## config.mk

```make
export PLATFORM = sky130hd
export DESIGN_NAME = deadband_report_filter_top_flat
export DESIGN_NICKNAME = d
export VERILOG_FILES = /design/src/rtl/drf_pkg.sv /design/src/rtl/drf_if.sv /design/src/rtl/deadband_report_filter_top.sv /design/src/flat_wrapper.sv
export SDC_FILE = /design/constraint.sdc
export NUM_CORES = 1
export LEC_CHECK = 0
export ABC_AREA = 1
export BUFFER_PORTS_ARGS = -buffer_cell sky130_fd_sc_hd__buf_4
export CAP_MARGIN = 25
export CORE_AREA = 3 3 388 198
export DETAILED_ROUTE_END_ITERATION = 12
export DIE_AREA = 0 0 391 201
export PLACE_DENSITY = 0.44
export REMOVE_ABC_BUFFERS = 1
export SLEW_MARGIN = 5
export SYNTH_ARGS = -nofsm -noshare
export SYNTH_HDL_FRONTEND = slang
export SYNTH_SLANG_ARGS = --single-unit
```

## constraint.sdc

```tcl
create_clock -name clk -period 9.1 [get_ports clk]
set_input_delay 0.91 -clock clk [delete_from_list [all_inputs] [get_ports clk]]
set_output_delay 0.91 -clock clk [all_outputs]
set_load 0.02 [all_outputs]
```

## src/rtl/drf_pkg.sv

```systemverilog
// Package for the deadband report filter: field widths, register indexes,
// register reset values and the configuration struct. No dependencies.
`default_nettype none
package drf_pkg;

  localparam int TimeW  = 32;
  localparam int TempW  = 15;
  localparam int HumidW = 14;
  localparam int PressW = 17;
  localparam int GapW   = 16;
  localparam int CfgIdxW  = 8;
  localparam int CfgDataW = 32;

  typedef logic        [TimeW-1:0]  time_t;
  typedef logic signed [TempW-1:0]  temp_t;
  typedef logic        [HumidW-1:0] humid_t;
  typedef logic        [PressW-1:0] press_t;

  // Register indexes on the configuration port.
  typedef enum logic [CfgIdxW-1:0] {
    REG_MIN_GAP     = 8'd0,
    REG_HEARTBEAT   = 8'd1,
    REG_TEMP_DELTA  = 8'd2,
    REG_HUMID_DELTA = 8'd3,
    REG_PRESS_DELTA = 8'd4,
    REG_TEMP_MIN    = 8'd5,
    REG_TEMP_MAX    = 8'd6,
    REG_HUMID_MAX   = 8'd7
  } cfg_reg_t;

  typedef struct packed {
    logic [GapW-1:0] min_gap;
    time_t           heartbeat;
    humid_t          temp_delta;
    humid_t          humid_delta;
    press_t          press_delta;
    temp_t           temp_min;
    temp_t           temp_max;
    humid_t          humid_max;
  } cfg_t;

  localparam logic [GapW-1:0] RstMinGap     = 16'd2000;
  localparam time_t           RstHeartbeat  = 32'd600000;
  localparam humid_t          RstTempDelta  = 14'd200;
  localparam humid_t          RstHumidDelta = 14'd200;
  localparam press_t          RstPressDelta = 17'd200;
  localparam temp_t           RstTempMin    = -15'sd4000;
  localparam temp_t           RstTempMax    = 15'sd8000;
  localparam humid_t          RstHumidMax   = 14'd10000;

endpackage
`default_nettype wire

```

## src/rtl/drf_if.sv

```systemverilog
// Channel interfaces for the deadband report filter: sample input, result
// output and configuration write. Depends on drf_pkg.
`default_nettype none

interface drf_in_if;
  import drf_pkg::*;
  logic  valid;
  logic  ready;
  time_t  time_ms;
  temp_t  temperature;
  humid_t humidity;
  press_t pressure;
  modport source (output valid, time_ms, temperature, humidity, pressure, input ready);
  modport sink   (input valid, time_ms, temperature, humidity, pressure, output ready);
endinterface

interface drf_out_if;
  import drf_pkg::*;
  logic   valid;
  logic   ready;
  logic   sampled;
  logic   report;
  temp_t  temperature_out;
  humid_t humidity_out;
  press_t pressure_out;
  modport source (output valid, sampled, report, temperature_out, humidity_out,
                  pressure_out, input ready);
  modport sink   (input valid, sampled, report, temperature_out, humidity_out,
                  pressure_out, output ready);
endinterface

interface drf_cfg_if;
  import drf_pkg::*;
  logic                valid;
  logic                ready;
  logic [CfgIdxW-1:0]  index;
  logic [CfgDataW-1:0] data;
  modport source (output valid, index, data, input ready);
  modport sink   (input valid, index, data, output ready);
endinterface

`default_nettype wire

```

## src/rtl/deadband_report_filter_top.sv

```systemverilog
// Deadband report filter: send-on-delta sample filter with heartbeat.
// Depends on drf_pkg and the channel interfaces in drf_if.sv.
//
//  Channel  Role    Request carries
//  in_ch    sink    time_ms, temperature, humidity, pressure
//  out_ch   source  sampled, report, temperature_out, humidity_out, pressure_out
//  cfg_ch   sink    index, data (register write, always ready)
//
// A request is captured in the input register, evaluated combinationally
// against the stored report state and written to the result register; one
// request per cycle is sustained unless the result stalls. Stored state is
// updated at the same edge as the result; the next request sees it at once.
// Synchronous active-low reset restores register defaults and clears state.
// A stalled result holds the input register; a new request is taken in the
// cycle the result is taken.
`default_nettype none
module deadband_report_filter_top (
  input  wire logic clk,
  input  wire logic rst_n,
  drf_in_if.sink    in_ch,
  drf_out_if.source out_ch,
  drf_cfg_if.sink   cfg_ch
);
  import drf_pkg::*;

  cfg_t   cfg_r;
  logic   s1_valid_r;
  time_t  s1_time_r;
  temp_t  s1_temp_r;
  humid_t s1_humid_r;
  press_t s1_press_r;
  logic   out_valid_r;
  logic   out_sampled_r;
  logic   out_report_r;
  temp_t  out_temp_r;
  humid_t out_humid_r;
  press_t out_press_r;
  temp_t  last_temp_r;
  humid_t last_humid_r;
  press_t last_press_r;
  time_t  last_time_r;

  logic        advance;
  logic        s1_valid_nxt;
  time_t       elapsed;
  logic        sampled_c;
  logic        report_c;
  logic        change_c;
  logic        in_range_c;
  logic signed [TempW:0]   tdiff;
  logic signed [HumidW:0]  hdiff;
  logic signed [PressW:0]  pdiff;
  logic        [TempW:0]   tabs;
  logic        [HumidW:0]  habs;
  logic        [PressW:0]  pabs;

  assign cfg_ch.ready = 1'b1;

  always_ff @(posedge clk) begin
    if (!rst_n) begin
      cfg_r.min_gap     <= RstMinGap;
      cfg_r.heartbeat   <= RstHeartbeat;
      cfg_r.temp_delta  <= RstTempDelta;
      cfg_r.humid_delta <= RstHumidDelta;
      cfg_r.press_delta <= RstPressDelta;
      cfg_r.temp_min    <= RstTempMin;
      cfg_r.temp_max    <= RstTempMax;
      cfg_r.humid_max   <= RstHumidMax;
    end else if (cfg_ch.valid) begin
      case (cfg_ch.index)
        REG_MIN_GAP:     cfg_r.min_gap     <= cfg_ch.data[GapW-1:0];
        REG_HEARTBEAT:   cfg_r.heartbeat   <= cfg_ch.data[TimeW-1:0];
        REG_TEMP_DELTA:  cfg_r.temp_delta  <= cfg_ch.data[HumidW-1:0];
        REG_HUMID_DELTA: cfg_r.humid_delta <= cfg_ch.data[HumidW-1:0];
        REG_PRESS_DELTA: cfg_r.press_delta <= cfg_ch.data[PressW-1:0];
        REG_TEMP_MIN:    cfg_r.temp_min    <= cfg_ch.data[TempW-1:0];
        REG_TEMP_MAX:    cfg_r.temp_max    <= cfg_ch.data[TempW-1:0];
        REG_HUMID_MAX:   cfg_r.humid_max   <= cfg_ch.data[HumidW-1:0];
        default: ;
      endcase
    end
  end

  // The input register moves on whenever the result register is free or
  // is being emptied in this cycle.
  assign advance      = s1_valid_r && (!out_valid_r || out_ch.ready);
  assign in_ch.ready  = !s1_valid_r || advance;
  assign s1_valid_nxt = in_ch.valid || (s1_valid_r && !advance);

  always_ff @(posedge clk) begin
    if (!rst_n) begin
      s1_valid_r <= 1'b0;
    end else begin
      s1_valid_r <= s1_valid_nxt;
    end
  end

  always_ff @(posedge clk) begin
    if (in_ch.valid && in_ch.ready) begin
      s1_time_r  <= in_ch.time_ms;
      s1_temp_r  <= in_ch.temperature;
      s1_humid_r <= in_ch.humidity;
      s1_press_r <= in_ch.pressure;
    end
  end

  always_comb begin
    elapsed   = s1_time_r - last_time_r;
    sampled_c = elapsed >= {{(TimeW-GapW){1'b0}}, cfg_r.min_gap};

    tdiff = {s1_temp_r[TempW-1], s1_temp_r} - {last_temp_r[TempW-1], last_temp_r};
    hdiff = $signed({1'b0, s1_humid_r}) - $signed({1'b0, last_humid_r});
    pdiff = $signed({1'b0, s1_press_r}) - $signed({1'b0, last_press_r});
    tabs  = tdiff[TempW]  ? unsigned'(-tdiff) : unsigned'(tdiff);
    habs  = hdiff[HumidW] ? unsigned'(-hdiff) : unsigned'(hdiff);
    pabs  = pdiff[PressW] ? unsigned'(-pdiff) : unsigned'(pdiff);

    change_c = (elapsed >= cfg_r.heartbeat)
            || (tabs >= {2'b00, cfg_r.temp_delta})
            || (habs >= {1'b0, cfg_r.humid_delta})
            || (pabs >= {1'b0, cfg_r.press_delta});
    in_range_c = (s1_temp_r >= cfg_r.temp_min) && (s1_temp_r <= cfg_r.temp_max)
              && (s1_humid_r <= cfg_r.humid_max);
    report_c = sampled_c && change_c && in_range_c;
  end

  always_ff @(posedge clk) begin
    if (!rst_n) begin
      last_temp_r  <= '0;
      last_humid_r <= '0;
      last_press_r <= '0;
      last_time_r  <= '0;
    end else if (advance && report_c) begin
      last_temp_r  <= s1_temp_r;
      last_humid_r <= s1_humid_r;
      last_press_r <= s1_press_r;
      last_time_r  <= s1_time_r;
    end
  end

  always_ff @(posedge clk) begin
    if (!rst_n) begin
      out_valid_r <= 1'b0;
    end else if (advance) begin
      out_valid_r <= 1'b1;
    end else if (out_ch.ready) begin
      out_valid_r <= 1'b0;
    end
  end

  always_ff @(posedge clk) begin
    if (advance) begin
      out_sampled_r <= sampled_c;
      out_report_r  <= report_c;
      out_temp_r    <= report_c ? s1_temp_r  : last_temp_r;
      out_humid_r   <= report_c ? s1_humid_r : last_humid_r;
      out_press_r   <= report_c ? s1_press_r : last_press_r;
    end
  end

  assign out_ch.valid           = out_valid_r;
  assign out_ch.sampled         = out_sampled_r;
  assign out_ch.report          = out_report_r;
  assign out_ch.temperature_out = out_temp_r;
  assign out_ch.humidity_out    = out_humid_r;
  assign out_ch.pressure_out    = out_press_r;

  // A report is only ever made for a sample that passed the minimum gap.
  a_report_needs_sample: assert property (@(posedge clk) disable iff (!rst_n)
    out_valid_r |-> (!out_report_r || out_sampled_r))
    else $error("report without sampled");

  // A stalled result must hold back the input register.
  a_no_advance_on_stall: assert property (@(posedge clk) disable iff (!rst_n)
    (out_valid_r && !out_ch.ready) |-> !advance)
    else $error("input register advanced over a stalled result");

  // The report time moves only when a request is reported.
  a_time_only_on_report: assert property (@(posedge clk) disable iff (!rst_n)
    ($past(rst_n) && !$stable(last_time_r)) |-> $past(advance && report_c))
    else $error("report time changed without a report");

  // The result carries the stored state as it stands after its own request.
  a_result_matches_state: assert property (@(posedge clk) disable iff (!rst_n)
    $past(advance) |-> (out_temp_r == last_temp_r && out_humid_r == last_humid_r
                        && out_press_r == last_press_r))
    else $error("result does not match stored state");

endmodule
`default_nettype wire
```

## src/flat_wrapper.sv

```systemverilog
// flat-port wrapper written by rule: the top's interface ports become plain ports
module deadband_report_filter_top_flat import drf_pkg::*;
  (clk, rst_n, in_ch_valid, in_ch_time_ms, in_ch_temperature, in_ch_humidity, in_ch_pressure, in_ch_ready, out_ch_valid, out_ch_sampled, out_ch_report, out_ch_temperature_out, out_ch_humidity_out, out_ch_pressure_out, out_ch_ready, cfg_ch_valid, cfg_ch_index, cfg_ch_data, cfg_ch_ready);
  drf_in_if in_ch_i ();
  drf_out_if out_ch_i ();
  drf_cfg_if cfg_ch_i ();
  input  wire logic clk;
  input  wire logic rst_n;
  input wire logic [$bits(in_ch_i.valid)-1:0] in_ch_valid;
  input wire logic [$bits(in_ch_i.time_ms)-1:0] in_ch_time_ms;
  input wire logic [$bits(in_ch_i.temperature)-1:0] in_ch_temperature;
  input wire logic [$bits(in_ch_i.humidity)-1:0] in_ch_humidity;
  input wire logic [$bits(in_ch_i.pressure)-1:0] in_ch_pressure;
  output wire logic [$bits(in_ch_i.ready)-1:0] in_ch_ready;
  output wire logic [$bits(out_ch_i.valid)-1:0] out_ch_valid;
  output wire logic [$bits(out_ch_i.sampled)-1:0] out_ch_sampled;
  output wire logic [$bits(out_ch_i.report)-1:0] out_ch_report;
  output wire logic [$bits(out_ch_i.temperature_out)-1:0] out_ch_temperature_out;
  output wire logic [$bits(out_ch_i.humidity_out)-1:0] out_ch_humidity_out;
  output wire logic [$bits(out_ch_i.pressure_out)-1:0] out_ch_pressure_out;
  input wire logic [$bits(out_ch_i.ready)-1:0] out_ch_ready;
  input wire logic [$bits(cfg_ch_i.valid)-1:0] cfg_ch_valid;
  input wire logic [$bits(cfg_ch_i.index)-1:0] cfg_ch_index;
  input wire logic [$bits(cfg_ch_i.data)-1:0] cfg_ch_data;
  output wire logic [$bits(cfg_ch_i.ready)-1:0] cfg_ch_ready;
  assign in_ch_i.valid = in_ch_valid;
  assign in_ch_i.time_ms = in_ch_time_ms;
  assign in_ch_i.temperature = in_ch_temperature;
  assign in_ch_i.humidity = in_ch_humidity;
  assign in_ch_i.pressure = in_ch_pressure;
  assign in_ch_ready = in_ch_i.ready;
  assign out_ch_valid = out_ch_i.valid;
  assign out_ch_sampled = out_ch_i.sampled;
  assign out_ch_report = out_ch_i.report;
  assign out_ch_temperature_out = out_ch_i.temperature_out;
  assign out_ch_humidity_out = out_ch_i.humidity_out;
  assign out_ch_pressure_out = out_ch_i.pressure_out;
  assign out_ch_i.ready = out_ch_ready;
  assign cfg_ch_i.valid = cfg_ch_valid;
  assign cfg_ch_i.index = cfg_ch_index;
  assign cfg_ch_i.data = cfg_ch_data;
  assign cfg_ch_ready = cfg_ch_i.ready;
  deadband_report_filter_top u_core (.clk(clk), .rst_n(rst_n), .in_ch(in_ch_i), .out_ch(out_ch_i), .cfg_ch(cfg_ch_i));
endmodule
```

==> results of run 1 <==
where the power goes:
group          internal [W]  switching [W]  total (W)  leakage (nW)
registers           0.00164      0.0000323    0.00168          2.98
logic              0.000349       0.000613   0.000962          8.24
clock network      0.000864       0.000679    0.00154         0.582
total               0.00286        0.00132    0.00418          11.8
per-stage QoR:
step	hold slack, ns	std cells
after global routing	0.474	4102
after CTS	0.453	4099
after global placement	0.448	4033
after floorplan	0.433	2873
after detailed placement	0.457	4033
final	0.465	4102
per-layer routing:
metal / global-route usage [%] / vias up / part of all wire (%)
met4: 3.93 / 0 / 2.0
li1: - / 9840 / -
met5: 0 / - / 0
met3: 2.29 / 71 / 3.5
met1: 24.3 / 8356 / 53
met2: 25.1 / 223 / 42
sequential cells by signal, indices dropped and copies added (netlist names), 14 cells and up:
| signal | count |
|---|---|
| u_core.s1_press_r | 17 |
| u_core.last_time_r | 32 |
| u_core.last_humid_r | 14 |
| u_core.out_ch.pressure_out | 17 |
| u_core.s1_temp_r | 15 |
| u_core.s1_humid_r | 14 |
| u_core.cfg_r | 137 |
| u_core.s1_time_r | 32 |
| u_core.out_ch.temperature_out | 15 |
| u_core.out_ch.humidity_out | 14 |
| u_core.last_press_r | 17 |
| u_core.last_temp_r | 15 |
cell families after synthesis:
group | Yosys count
simple gates | 1176
buf+inv | 601
compound gates | 536
flops | 343
fa+ha+maj | 221
xor+xnor | 73
other cells | 1
final cells by class:
cell class,count,area [sq um]
Fill cell,7841,47800
Multi-Input combinational cell,2007,11500
Sequential cell,343,8130
Inverter,523,1960
Timing Repair Buffer,190,1470
Tap cell,972,1220
Clock buffer,50,1000
Clock inverter,16,166
Antenna cell,1,2.50
tightest hold or removal path, cell delays in order, from the launching register on:
cell,delay [ns]
sky130_fd_sc_hd__dfxtp_1,0.29
sky130_fd_sc_hd__inv_1,0.07
sky130_fd_sc_hd__a21oi_1,0.06
worst min path at each step:
stage	slack [ns]	end	from	cells past startpoint
floorplan	0.43	u_core.cfg_r[15]	u_core.cfg_r[15]	2
finish	0.47	u_core.cfg_r[118]	u_core.cfg_r[118]	2
global placement	0.45	u_core.cfg_r[5]	u_core.cfg_r[5]	2
CTS	0.45	u_core.s1_temp_r[5]	in_ch_temperature[5]	1
global route	0.47	u_core.s1_temp_r[14]	in_ch_temperature[14]	1
detailed placement	0.46	u_core.cfg_r[6]	u_core.cfg_r[6]	2
cells in the final DEF (no fill, tap or decap), types with 4 or more instances in the layout:
master / synthesis / routed
sky130_fd_sc_hd__a211oi_1: 6 / 6
sky130_fd_sc_hd__a21oi_1: 206 / 205
sky130_fd_sc_hd__a21oi_2: 7 / 7
sky130_fd_sc_hd__buf_4: 5 / 188
sky130_fd_sc_hd__clkbuf_1: 49 / 10
sky130_fd_sc_hd__clkbuf_16: 0 / 37
sky130_fd_sc_hd__clkinv_2: 0 / 9
sky130_fd_sc_hd__dfxtp_1: 217 / 217
sky130_fd_sc_hd__edfxtp_1: 126 / 126
sky130_fd_sc_hd__fa_1: 4 / 4
sky130_fd_sc_hd__ha_1: 217 / 217
sky130_fd_sc_hd__inv_1: 516 / 515
sky130_fd_sc_hd__inv_2: 7 / 7
sky130_fd_sc_hd__nand2_1: 680 / 680
sky130_fd_sc_hd__nand2_2: 11 / 11
sky130_fd_sc_hd__nand3_1: 102 / 102
sky130_fd_sc_hd__nand3_2: 5 / 5
sky130_fd_sc_hd__nand4_1: 42 / 42
sky130_fd_sc_hd__nor2_1: 279 / 278
sky130_fd_sc_hd__nor2_2: 14 / 15
sky130_fd_sc_hd__nor3_1: 18 / 18
sky130_fd_sc_hd__nor4_1: 8 / 8
sky130_fd_sc_hd__o211ai_1: 42 / 42
sky130_fd_sc_hd__o21a_1: 5 / 5
sky130_fd_sc_hd__o21ai_0: 157 / 157
sky130_fd_sc_hd__o21ai_1: 24 / 24
sky130_fd_sc_hd__o21ai_2: 12 / 12
sky130_fd_sc_hd__o21bai_1: 48 / 48
sky130_fd_sc_hd__o21bai_2: 10 / 10
sky130_fd_sc_hd__o31ai_1: 6 / 6
sky130_fd_sc_hd__xnor2_1: 15 / 15
sky130_fd_sc_hd__xor2_1: 53 / 53
sky130_fd_sc_hd__xor2_2: 4 / 4
==> flow_summary.html, run 1 <==
<table>
<tr><th>Metric</th><th>Value</th></tr>
<tr><th colspan="2">Status</th></tr>
<tr><td>Status</td><td>complete, no violations</td></tr>
<tr><th colspan="2">STA</th></tr>
<tr><td>Max-slew violation total from the final report</td><td>0</td></tr>
<tr><td>Final cycle utilization of the critical path</td><td>63.3%</td></tr>
<tr><td>Transition time of the tightest slew-check pin</td><td>0.975 ns</td></tr>
<tr><td>Headroom to the max-slew limit</td><td>35.0%</td></tr>
<tr><td>Clock tree skew after final layout</td><td>0.0238 ns</td></tr>
<tr><td>Setup repair after global routing missed its margin</td><td>no</td></tr>
<tr><td>Min Clock Period, post-route</td><td>5.76 ns</td></tr>
<tr><td>Hold Fails Final Rpt</td><td>0</td></tr>
<tr><td>Setup tns final</td><td>0 ns</td></tr>
<tr><td>Endpoints failing setup</td><td>0</td></tr>
<tr><td>Highest clock rate</td><td>0.174 GHz</td></tr>
<tr><td>Crit path setup slack, layout</td><td>3.34 ns</td></tr>
<tr><th colspan="2">Job</th></tr>
<tr><td>Maximum Capacitance Violations</td><td>0</td></tr>
<tr><th colspan="2">Synth</th></tr>
<tr><td>Xor/xnor cell area share of the yosys netlist</td><td>3.07%</td></tr>
<tr><td>Most frequent cell after synthesis</td><td>sky130_fd_sc_hd__nand2_1</td></tr>
<tr><td>Sequential element share of the synthesized area</td><td>36.9%</td></tr>
<tr><td>Post-synthesis compound-gate area fraction</td><td>14.3%</td></tr>
<tr><td>List of most frequent post-synthesis cells</td><td>sky130_fd_sc_hd__nand2_1 (680), sky130_fd_sc_hd__inv_1 (516), sky130_fd_sc_hd__nor2_1 (279)</td></tr>
<tr><td>Post-Syn Area per Cell</td><td>7.47 sq um</td></tr>
<tr><td>Synth top area cells</td><td>sky130_fd_sc_hd__dfxtp_1 (20%), sky130_fd_sc_hd__edfxtp_1 (17%), sky130_fd_sc_hd__ha_1 (12%)</td></tr>
<tr><td>Post-synth top flop</td><td>sky130_fd_sc_hd__dfxtp_1</td></tr>
<tr><td>Share of synthesized area spent on multiplexers</td><td>0%</td></tr>
<tr><td>Simple-gate share of the synthesized area</td><td>22.1%</td></tr>
<tr><td>Number of unique standard cell types used by synthesis</td><td>62</td></tr>
<tr><td>Fraction of the mapped netlist area in adder cells</td><td>12.7%</td></tr>
<tr><td>Number of enable flip-flop cells after synthesis</td><td>126</td></tr>
<tr><td>Gate count after technology mapping</td><td>2951</td></tr>
<tr><td>Cell area after synthesis</td><td>0.0220 sq mm</td></tr>
<tr><td>Fraction of post-synthesis cell area in the top cell type by area</td><td>19.7%</td></tr>
<tr><td>Number of register bits inferred by synthesis</td><td>343</td></tr>
<tr><td>Fraction of registers with async set/reset</td><td>0%</td></tr>
<tr><td>Area leader, netlist</td><td>sky130_fd_sc_hd__dfxtp_1</td></tr>
<tr><td>Yosys warning total</td><td>0</td></tr>
<tr><td>Largest family of logic cells by synthesized area</td><td>simple AND/OR/NAND/NOR gates</td></tr>
<tr><th colspan="2">Pwr</th></tr>
<tr><td>Power density over cell area</td><td>164 mW/mm^2</td></tr>
<tr><td>Worst ir drop on vdd</td><td>0.100 mV</td></tr>
<tr><td>Overall power after layout</td><td>0.00418 W</td></tr>
<tr><td>Static Leakage</td><td>11.8 nW</td></tr>
<tr><th colspan="2">Floorplan</th></tr>
<tr><td>Core area</td><td>0.0732 sq mm</td></tr>
<tr><td>Die Ht</td><td>201 um</td></tr>
<tr><td>Initial Utilization</td><td>30.1%</td></tr>
<tr><td>Core Rows</td><td>70</td></tr>
<tr><td>Die ar.</td><td>0.0786 sq mm</td></tr>
<tr><td>X dimension of the die</td><td>391 um</td></tr>
<tr><td>IO Pins</td><td>174</td></tr>
<tr><th colspan="2">Critical path</th></tr>
<tr><td>Kind of launch point of the worst setup path</td><td>flop</td></tr>
<tr><td>FF-to-FF setup slack</td><td>3.34 ns</td></tr>
<tr><td>CP Depth</td><td>28</td></tr>
<tr><td>Family with the most delay on the worst path</td><td>simple AND/OR/NAND/NOR gates</td></tr>
<tr><td>R2r endpoint</td><td>u_core.last_time_r[13]</td></tr>
<tr><td>Launch instance of the worst register-to-register path</td><td>u_core.s1_humid_r[0]</td></tr>
<tr><td>Required arrival time at the worst endpoint</td><td>9.56 ns</td></tr>
<tr><td>Worst r2r path cells</td><td>28</td></tr>
<tr><td>CP dominant cell by count</td><td>sky130_fd_sc_hd__nand2_1</td></tr>
<tr><td>Kind of critical path</td><td>reg -&gt; reg</td></tr>
<tr><td>Type of destination of the critical path</td><td>flop</td></tr>
<tr><td>Critical Path Slowest Stage Cell</td><td>sky130_fd_sc_hd__buf_4</td></tr>
<tr><td>Critical path startpoint</td><td>u_core.s1_humid_r[0]</td></tr>
<tr><td>Arrival @ worst endpoint</td><td>6.22 ns</td></tr>
<tr><td>Crit path largest cell delay</td><td>0.72 ns</td></tr>
<tr><td>Critical Path Fanout Max</td><td>88</td></tr>
<tr><td>Sum of buffers and inverters on the critical path</td><td>3</td></tr>
<tr><td>Endpoint of the most critical setup path</td><td>u_core.last_time_r[13]</td></tr>
<tr><th colspan="2">CTS</th></tr>
<tr><td>Clock buffer count from CTS</td><td>37</td></tr>
<tr><td>CTS sink cnt</td><td>343</td></tr>
<tr><td>CTS root buf</td><td>sky130_fd_sc_hd__clkbuf_16</td></tr>
<tr><td>Post-cts repair resize count</td><td>0</td></tr>
<tr><td>Clock insertion delay at the later pin of the skew report</td><td>0.58 ns</td></tr>
<tr><td>CTS Hold Buffers Added</td><td>0</td></tr>
<tr><td>Post-CTS setup buffers</td><td>0</td></tr>
<tr><td>Longest Clk Path Bufs</td><td>3</td></tr>
<tr><td>Clock transition at path regs</td><td>0.06 ns</td></tr>
<tr><td>TritonCTS clock tree</td><td>done</td></tr>
<tr><td>H-tree levels</td><td>2</td></tr>
<tr><th colspan="2">Global routing</th></tr>
<tr><td>Global-route wire length before repair</td><td>102000 um</td></tr>
<tr><td>Global routing usage summed across all routing layers</td><td>16.4%</td></tr>
<tr><td>Via count of the first global-routing pass</td><td>17800</td></tr>
<tr><td>Number of antenna violations at the first check in global routing</td><td>1</td></tr>
<tr><td>Total global routing overflow</td><td>0</td></tr>
<tr><td>Largest net degree at the start of global routing</td><td>107</td></tr>
<tr><th colspan="2">Placement</th></tr>
<tr><td>Gpl congestion</td><td>0.863</td></tr>
<tr><td>Detail Placement HPWL</td><td>50100 um</td></tr>
<tr><td>IO buf count</td><td>172</td></tr>
<tr><td>Area of placed instances</td><td>0.0242 sq mm</td></tr>
<tr><td>Worst setup slack after placement</td><td>3.38 ns</td></tr>
<tr><th colspan="2">Cells and area</th></tr>
<tr><td>Layout Nets</td><td>3446</td></tr>
<tr><td>Area grow syn2layout</td><td>15.5%</td></tr>
<tr><td>Final standard cell area without fillers</td><td>0.0255 sq mm</td></tr>
<tr><td>Share of cells above drive strength 1</td><td>10.5%</td></tr>
<tr><td>End-of-flow core utilization</td><td>34.8%</td></tr>
<tr><th colspan="2">Route</th></tr>
<tr><td>Total Wirelength</td><td>65400 um</td></tr>
<tr><td>Post-route DRC</td><td>0</td></tr>
<tr><td>Via density per instance</td><td>4.51</td></tr>
<tr><td>DRT antenna net count</td><td>0</td></tr>
<tr><td>Iteration count of the initial detailed-routing pass</td><td>5</td></tr>
<tr><td>Average wire length per cell after detail routing</td><td>16.0 um</td></tr>
<tr><td>Drt first-iter violations</td><td>1056</td></tr>
<tr><td>Total via count in the routed design</td><td>18500</td></tr>
<tr><th colspan="2">Min path</th></tr>
<tr><td>Worst hold-check path type</td><td>reg -&gt; reg</td></tr>
</table>
Note: power is estimated with default switching activity, not from simulation.
==> run 2, diff against run 1 <==
- clock period: 9.1 -> 5.7 ns (I/O delays scaled with it)
==> flow_summary.html, run 2 (synthesis gave the netlist of run 1 again) <==
<table>
<tr><th>Metric</th><th>Value</th></tr>
<tr><th colspan="2">Min path</th></tr>
<tr><td>Endpoint of the worst hold-timing path</td><td>u_core.s1_temp_r[14]</td></tr>
<tr><td>Worst Hold Launch</td><td>in_ch_temperature[14]</td></tr>
<tr><td>Worst hold-check path type</td><td>in -&gt; reg</td></tr>
<tr><td>Hold path depth</td><td>1</td></tr>
<tr><th colspan="2">Cells and area</th></tr>
<tr><td>Area grow syn2layout</td><td>16.3%</td></tr>
<tr><td>Share of cells above drive strength 1</td><td>10.7%</td></tr>
<tr><td>Final non-filler cell total</td><td>4114</td></tr>
<tr><td>Largest registers ranked by flip-flop count</td><td>u_core.cfg_r (137), u_core.last_time_r (32), u_core.s1_time_r (32)</td></tr>
<tr><td>Layout Nets</td><td>3456</td></tr>
<tr><td>Largest register by flop count</td><td>u_core.cfg_r</td></tr>
<tr><td>Filler Cell Count</td><td>7785</td></tr>
<tr><td>Leading cell type in the layout, fill and taps excluded</td><td>sky130_fd_sc_hd__nand2_1</td></tr>
<tr><td>Most used cells in the layout excluding fill and tap cells</td><td>sky130_fd_sc_hd__nand2_1 (680), sky130_fd_sc_hd__inv_1 (515), sky130_fd_sc_hd__nor2_1 (278)</td></tr>
<tr><td>Final standard cell area without fillers</td><td>0.0256 sq mm</td></tr>
<tr><td>Max reg flops</td><td>137</td></tr>
<tr><th colspan="2">Critical path</th></tr>
<tr><td>Required arrival time at the worst endpoint</td><td>6.00 ns</td></tr>
<tr><td>Launch instance of the worst register-to-register path</td><td>u_core.s1_humid_r[0]</td></tr>
<tr><td>Critical Path Fanout Max</td><td>30</td></tr>
<tr><td>Kind of launch point of the worst setup path</td><td>flop</td></tr>
<tr><td>Critical path startpoint</td><td>u_core.s1_humid_r[0]</td></tr>
<tr><td>Arrival @ worst endpoint</td><td>5.53 ns</td></tr>
<tr><td>R2r endpoint</td><td>u_core.out_ch.pressure_out[12]</td></tr>
<tr><td>Kind of critical path</td><td>reg -&gt; reg</td></tr>
<tr><td>FF-to-FF setup slack</td><td>0.48 ns</td></tr>
<tr><td>Type of destination of the critical path</td><td>flop</td></tr>
<tr><td>Worst r2r path cells</td><td>26</td></tr>
<tr><th colspan="2">STA</th></tr>
<tr><td>Max-slew violation total from the final report</td><td>0</td></tr>
<tr><td>Hold Fails Final Rpt</td><td>0</td></tr>
<tr><td>Endpoints failing setup</td><td>0</td></tr>
<tr><td>Clock tree skew after final layout</td><td>0.0341 ns</td></tr>
<tr><td>Final cycle utilization of the critical path</td><td>91.6%</td></tr>
<tr><td>Headroom to the max-slew limit</td><td>41.3%</td></tr>
<tr><td>Min Clock Period, post-route</td><td>5.22 ns</td></tr>
<tr><td>Setup repair after global routing missed its margin</td><td>no</td></tr>
<tr><td>Transition time of the tightest slew-check pin</td><td>0.877 ns</td></tr>
<tr><td>Highest clock rate</td><td>0.191 GHz</td></tr>
<tr><th colspan="2">Route</th></tr>
<tr><td>Iteration count of the initial detailed-routing pass</td><td>5</td></tr>
<tr><td>Drt first-iter violations</td><td>978</td></tr>
<tr><td>DRT antenna net count</td><td>0</td></tr>
<tr><td>Via density per instance</td><td>4.56</td></tr>
<tr><td>Total via count in the routed design</td><td>18700</td></tr>
<tr><td>Total Wirelength</td><td>65800 um</td></tr>
<tr><td>Post-route DRC</td><td>0</td></tr>
<tr><td>Average wire length per cell after detail routing</td><td>16.0 um</td></tr>
<tr><th colspan="2">Global routing</th></tr>
<tr><td>Number of antenna violations at the first check in global routing</td><td>4</td></tr>
<tr><td>Largest net degree at the start of global routing</td><td>115</td></tr>
<tr><td>Global routing usage summed across all routing layers</td><td>16.4%</td></tr>
<tr><td>Global-route wire length before repair</td><td>102000 um</td></tr>
<tr><td>Via count of the first global-routing pass</td><td>17900</td></tr>
<tr><td>Total global routing overflow</td><td>0</td></tr>
<tr><th colspan="2">Pwr</th></tr>
<tr><td>Worst ir drop on vdd</td><td>0.178 mV</td></tr>
<tr><td>Static Leakage</td><td>11.9 nW</td></tr>
<tr><td>Power density over cell area</td><td>262 mW/mm^2</td></tr>
<tr><th colspan="2">Floorplan</th></tr>
<tr><td>Core area</td><td>0.0732 sq mm</td></tr>
<tr><td>IO Pins</td><td>174</td></tr>
<tr><td>X dimension of the die</td><td>391 um</td></tr>
<tr><td>Die ar.</td><td>0.0786 sq mm</td></tr>
<tr><td>Die Ht</td><td>201 um</td></tr>
<tr><td>Initial Utilization</td><td>30.1%</td></tr>
<tr><td>Core Rows</td><td>70</td></tr>
<tr><th colspan="2">CTS</th></tr>
<tr><td>CTS Hold Buffers Added</td><td>0</td></tr>
<tr><td>H-tree levels</td><td>2</td></tr>
<tr><td>CTS root buf</td><td>sky130_fd_sc_hd__clkbuf_16</td></tr>
<tr><td>TritonCTS clock tree</td><td>done</td></tr>
<tr><td>Clock transition at path regs</td><td>0.07 ns</td></tr>
<tr><td>Longest Clk Path Bufs</td><td>3</td></tr>
<tr><td>Clock buffer count from CTS</td><td>37</td></tr>
<tr><td>CTS sink cnt</td><td>343</td></tr>
<tr><td>Clock insertion delay at the later pin of the skew report</td><td>0.59 ns</td></tr>
<tr><th colspan="2">Job</th></tr>
<tr><td>Maximum Capacitance Violations</td><td>0</td></tr>
<tr><th colspan="2">Placement</th></tr>
<tr><td>Detail Placement HPWL</td><td>49700 um</td></tr>
<tr><td>IO buf count</td><td>172</td></tr>
<tr><td>Gpl congestion</td><td>0.861</td></tr>
<tr><td>Cells after DPL</td><td>4040</td></tr>
<tr><td>Area of placed instances</td><td>0.0244 sq mm</td></tr>
<tr><th colspan="2">Status</th></tr>
<tr><td>Status</td><td>complete, no violations</td></tr>
</table>
[run 2: what timing repair did]
action / 4_1_cts / 5_1_grt
setup endpoints to repair: 0 / 109
resized for setup: 0 / 6
buffers inserted: 0 / 4
hold endpoints to repair: 0 / 0
[run 2: cell type report]
| class | instances | area [sq um] | share of cell area [%] |
|---|---|---|---|
| clock inverter | 10 | 86.3 | 0.337 |
| timing repair buffer | 199 | 1590 | 6.19 |
| tap | 972 | 1220 | 4.74 |
| antenna | 1 | 2.50 | 0.00976 |
| sequential | 343 | 8130 | 31.7 |
| inverter | 523 | 1970 | 7.68 |
| clock buffer | 58 | 1120 | 4.36 |
| multi-input combinational | 2008 | 11500 | 45.0 |
[run 2: worst max-delay path by stage]
stage | slack (ns) | endpoint
after global routing | 0.04 | u_core.out_ch.pressure_out[15]
final | 0.48 | u_core.out_ch.pressure_out[12]
after floorplan | -0.17 | u_core.last_humid_r[10]
after CTS | 0.23 | u_core.out_ch.pressure_out[12]
after global placement | 0.45 | u_core.out_ch.pressure_out[14]
after detailed placement | 0.30 | u_core.out_ch.pressure_out[12]
[run 2: metrics by stage]
stage	TNS [ns]	utilization, %	total power (W)	setup WS, ns	hold slack [ns]
floorplan	-8.55	-	0.00375	-0.166	0.433
detailed placement	0	33.3	0.00427	0.303	0.451
CTS	0	34.9	0.00682	0.228	0.103
finish	0	35.0	0.00671	0.478	0.153
global route	0	35.0	0.00714	0.0353	0.117
global placement	0	33.3	0.00427	0.450	0.448
[run 2: worst max-delay path: stages, from the launching register on]
cell and delay [ns]:
sky130_fd_sc_hd__edfxtp_1 0.40, sky130_fd_sc_hd__inv_1 0.11, sky130_fd_sc_hd__ha_1 0.14, sky130_fd_sc_hd__inv_1 0.06
sky130_fd_sc_hd__fa_1 0.40, sky130_fd_sc_hd__nand3_1 0.10, sky130_fd_sc_hd__nand3_2 0.11, sky130_fd_sc_hd__a21oi_1 0.17
sky130_fd_sc_hd__xor2_1 0.37, sky130_fd_sc_hd__nand4_1 0.22, sky130_fd_sc_hd__nor2_1 0.15, sky130_fd_sc_hd__nand2_1 0.09
sky130_fd_sc_hd__o31ai_1 0.25, sky130_fd_sc_hd__xor2_1 0.32, sky130_fd_sc_hd__ha_1 0.32, sky130_fd_sc_hd__and3_1 0.18
sky130_fd_sc_hd__a221oi_1 0.23, sky130_fd_sc_hd__o211ai_1 0.16, sky130_fd_sc_hd__a21oi_2 0.14, sky130_fd_sc_hd__nand4_1 0.13
sky130_fd_sc_hd__nor2_2 0.14, sky130_fd_sc_hd__nand2_4 0.12, sky130_fd_sc_hd__nand3_4 0.15, sky130_fd_sc_hd__inv_6 0.12
sky130_fd_sc_hd__buf_6 0.20, sky130_fd_sc_hd__nand2_1 0.07, sky130_fd_sc_hd__o21ai_0 0.08
[run 2: routing by layer]
layer / global-route usage, % / vias up / part of all wire, %
li1: - / 9871 / -
met1: 24.2 / 8577 / 52
met2: 25.1 / 236 / 42
met3: 2.46 / 65 / 3.9
met4: 3.76 / 0 / 1.7
met5: 0 / - / 0
[run 2: report_power, final]
part | internal, W | switching, W | total, W
sequential | 0.00263 | 0.0000531 | 0.00268
combinational | 0.000565 | 0.000984 | 0.00155
clock | 0.00140 | 0.00109 | 0.00249
total | 0.00459 | 0.00213 | 0.00671
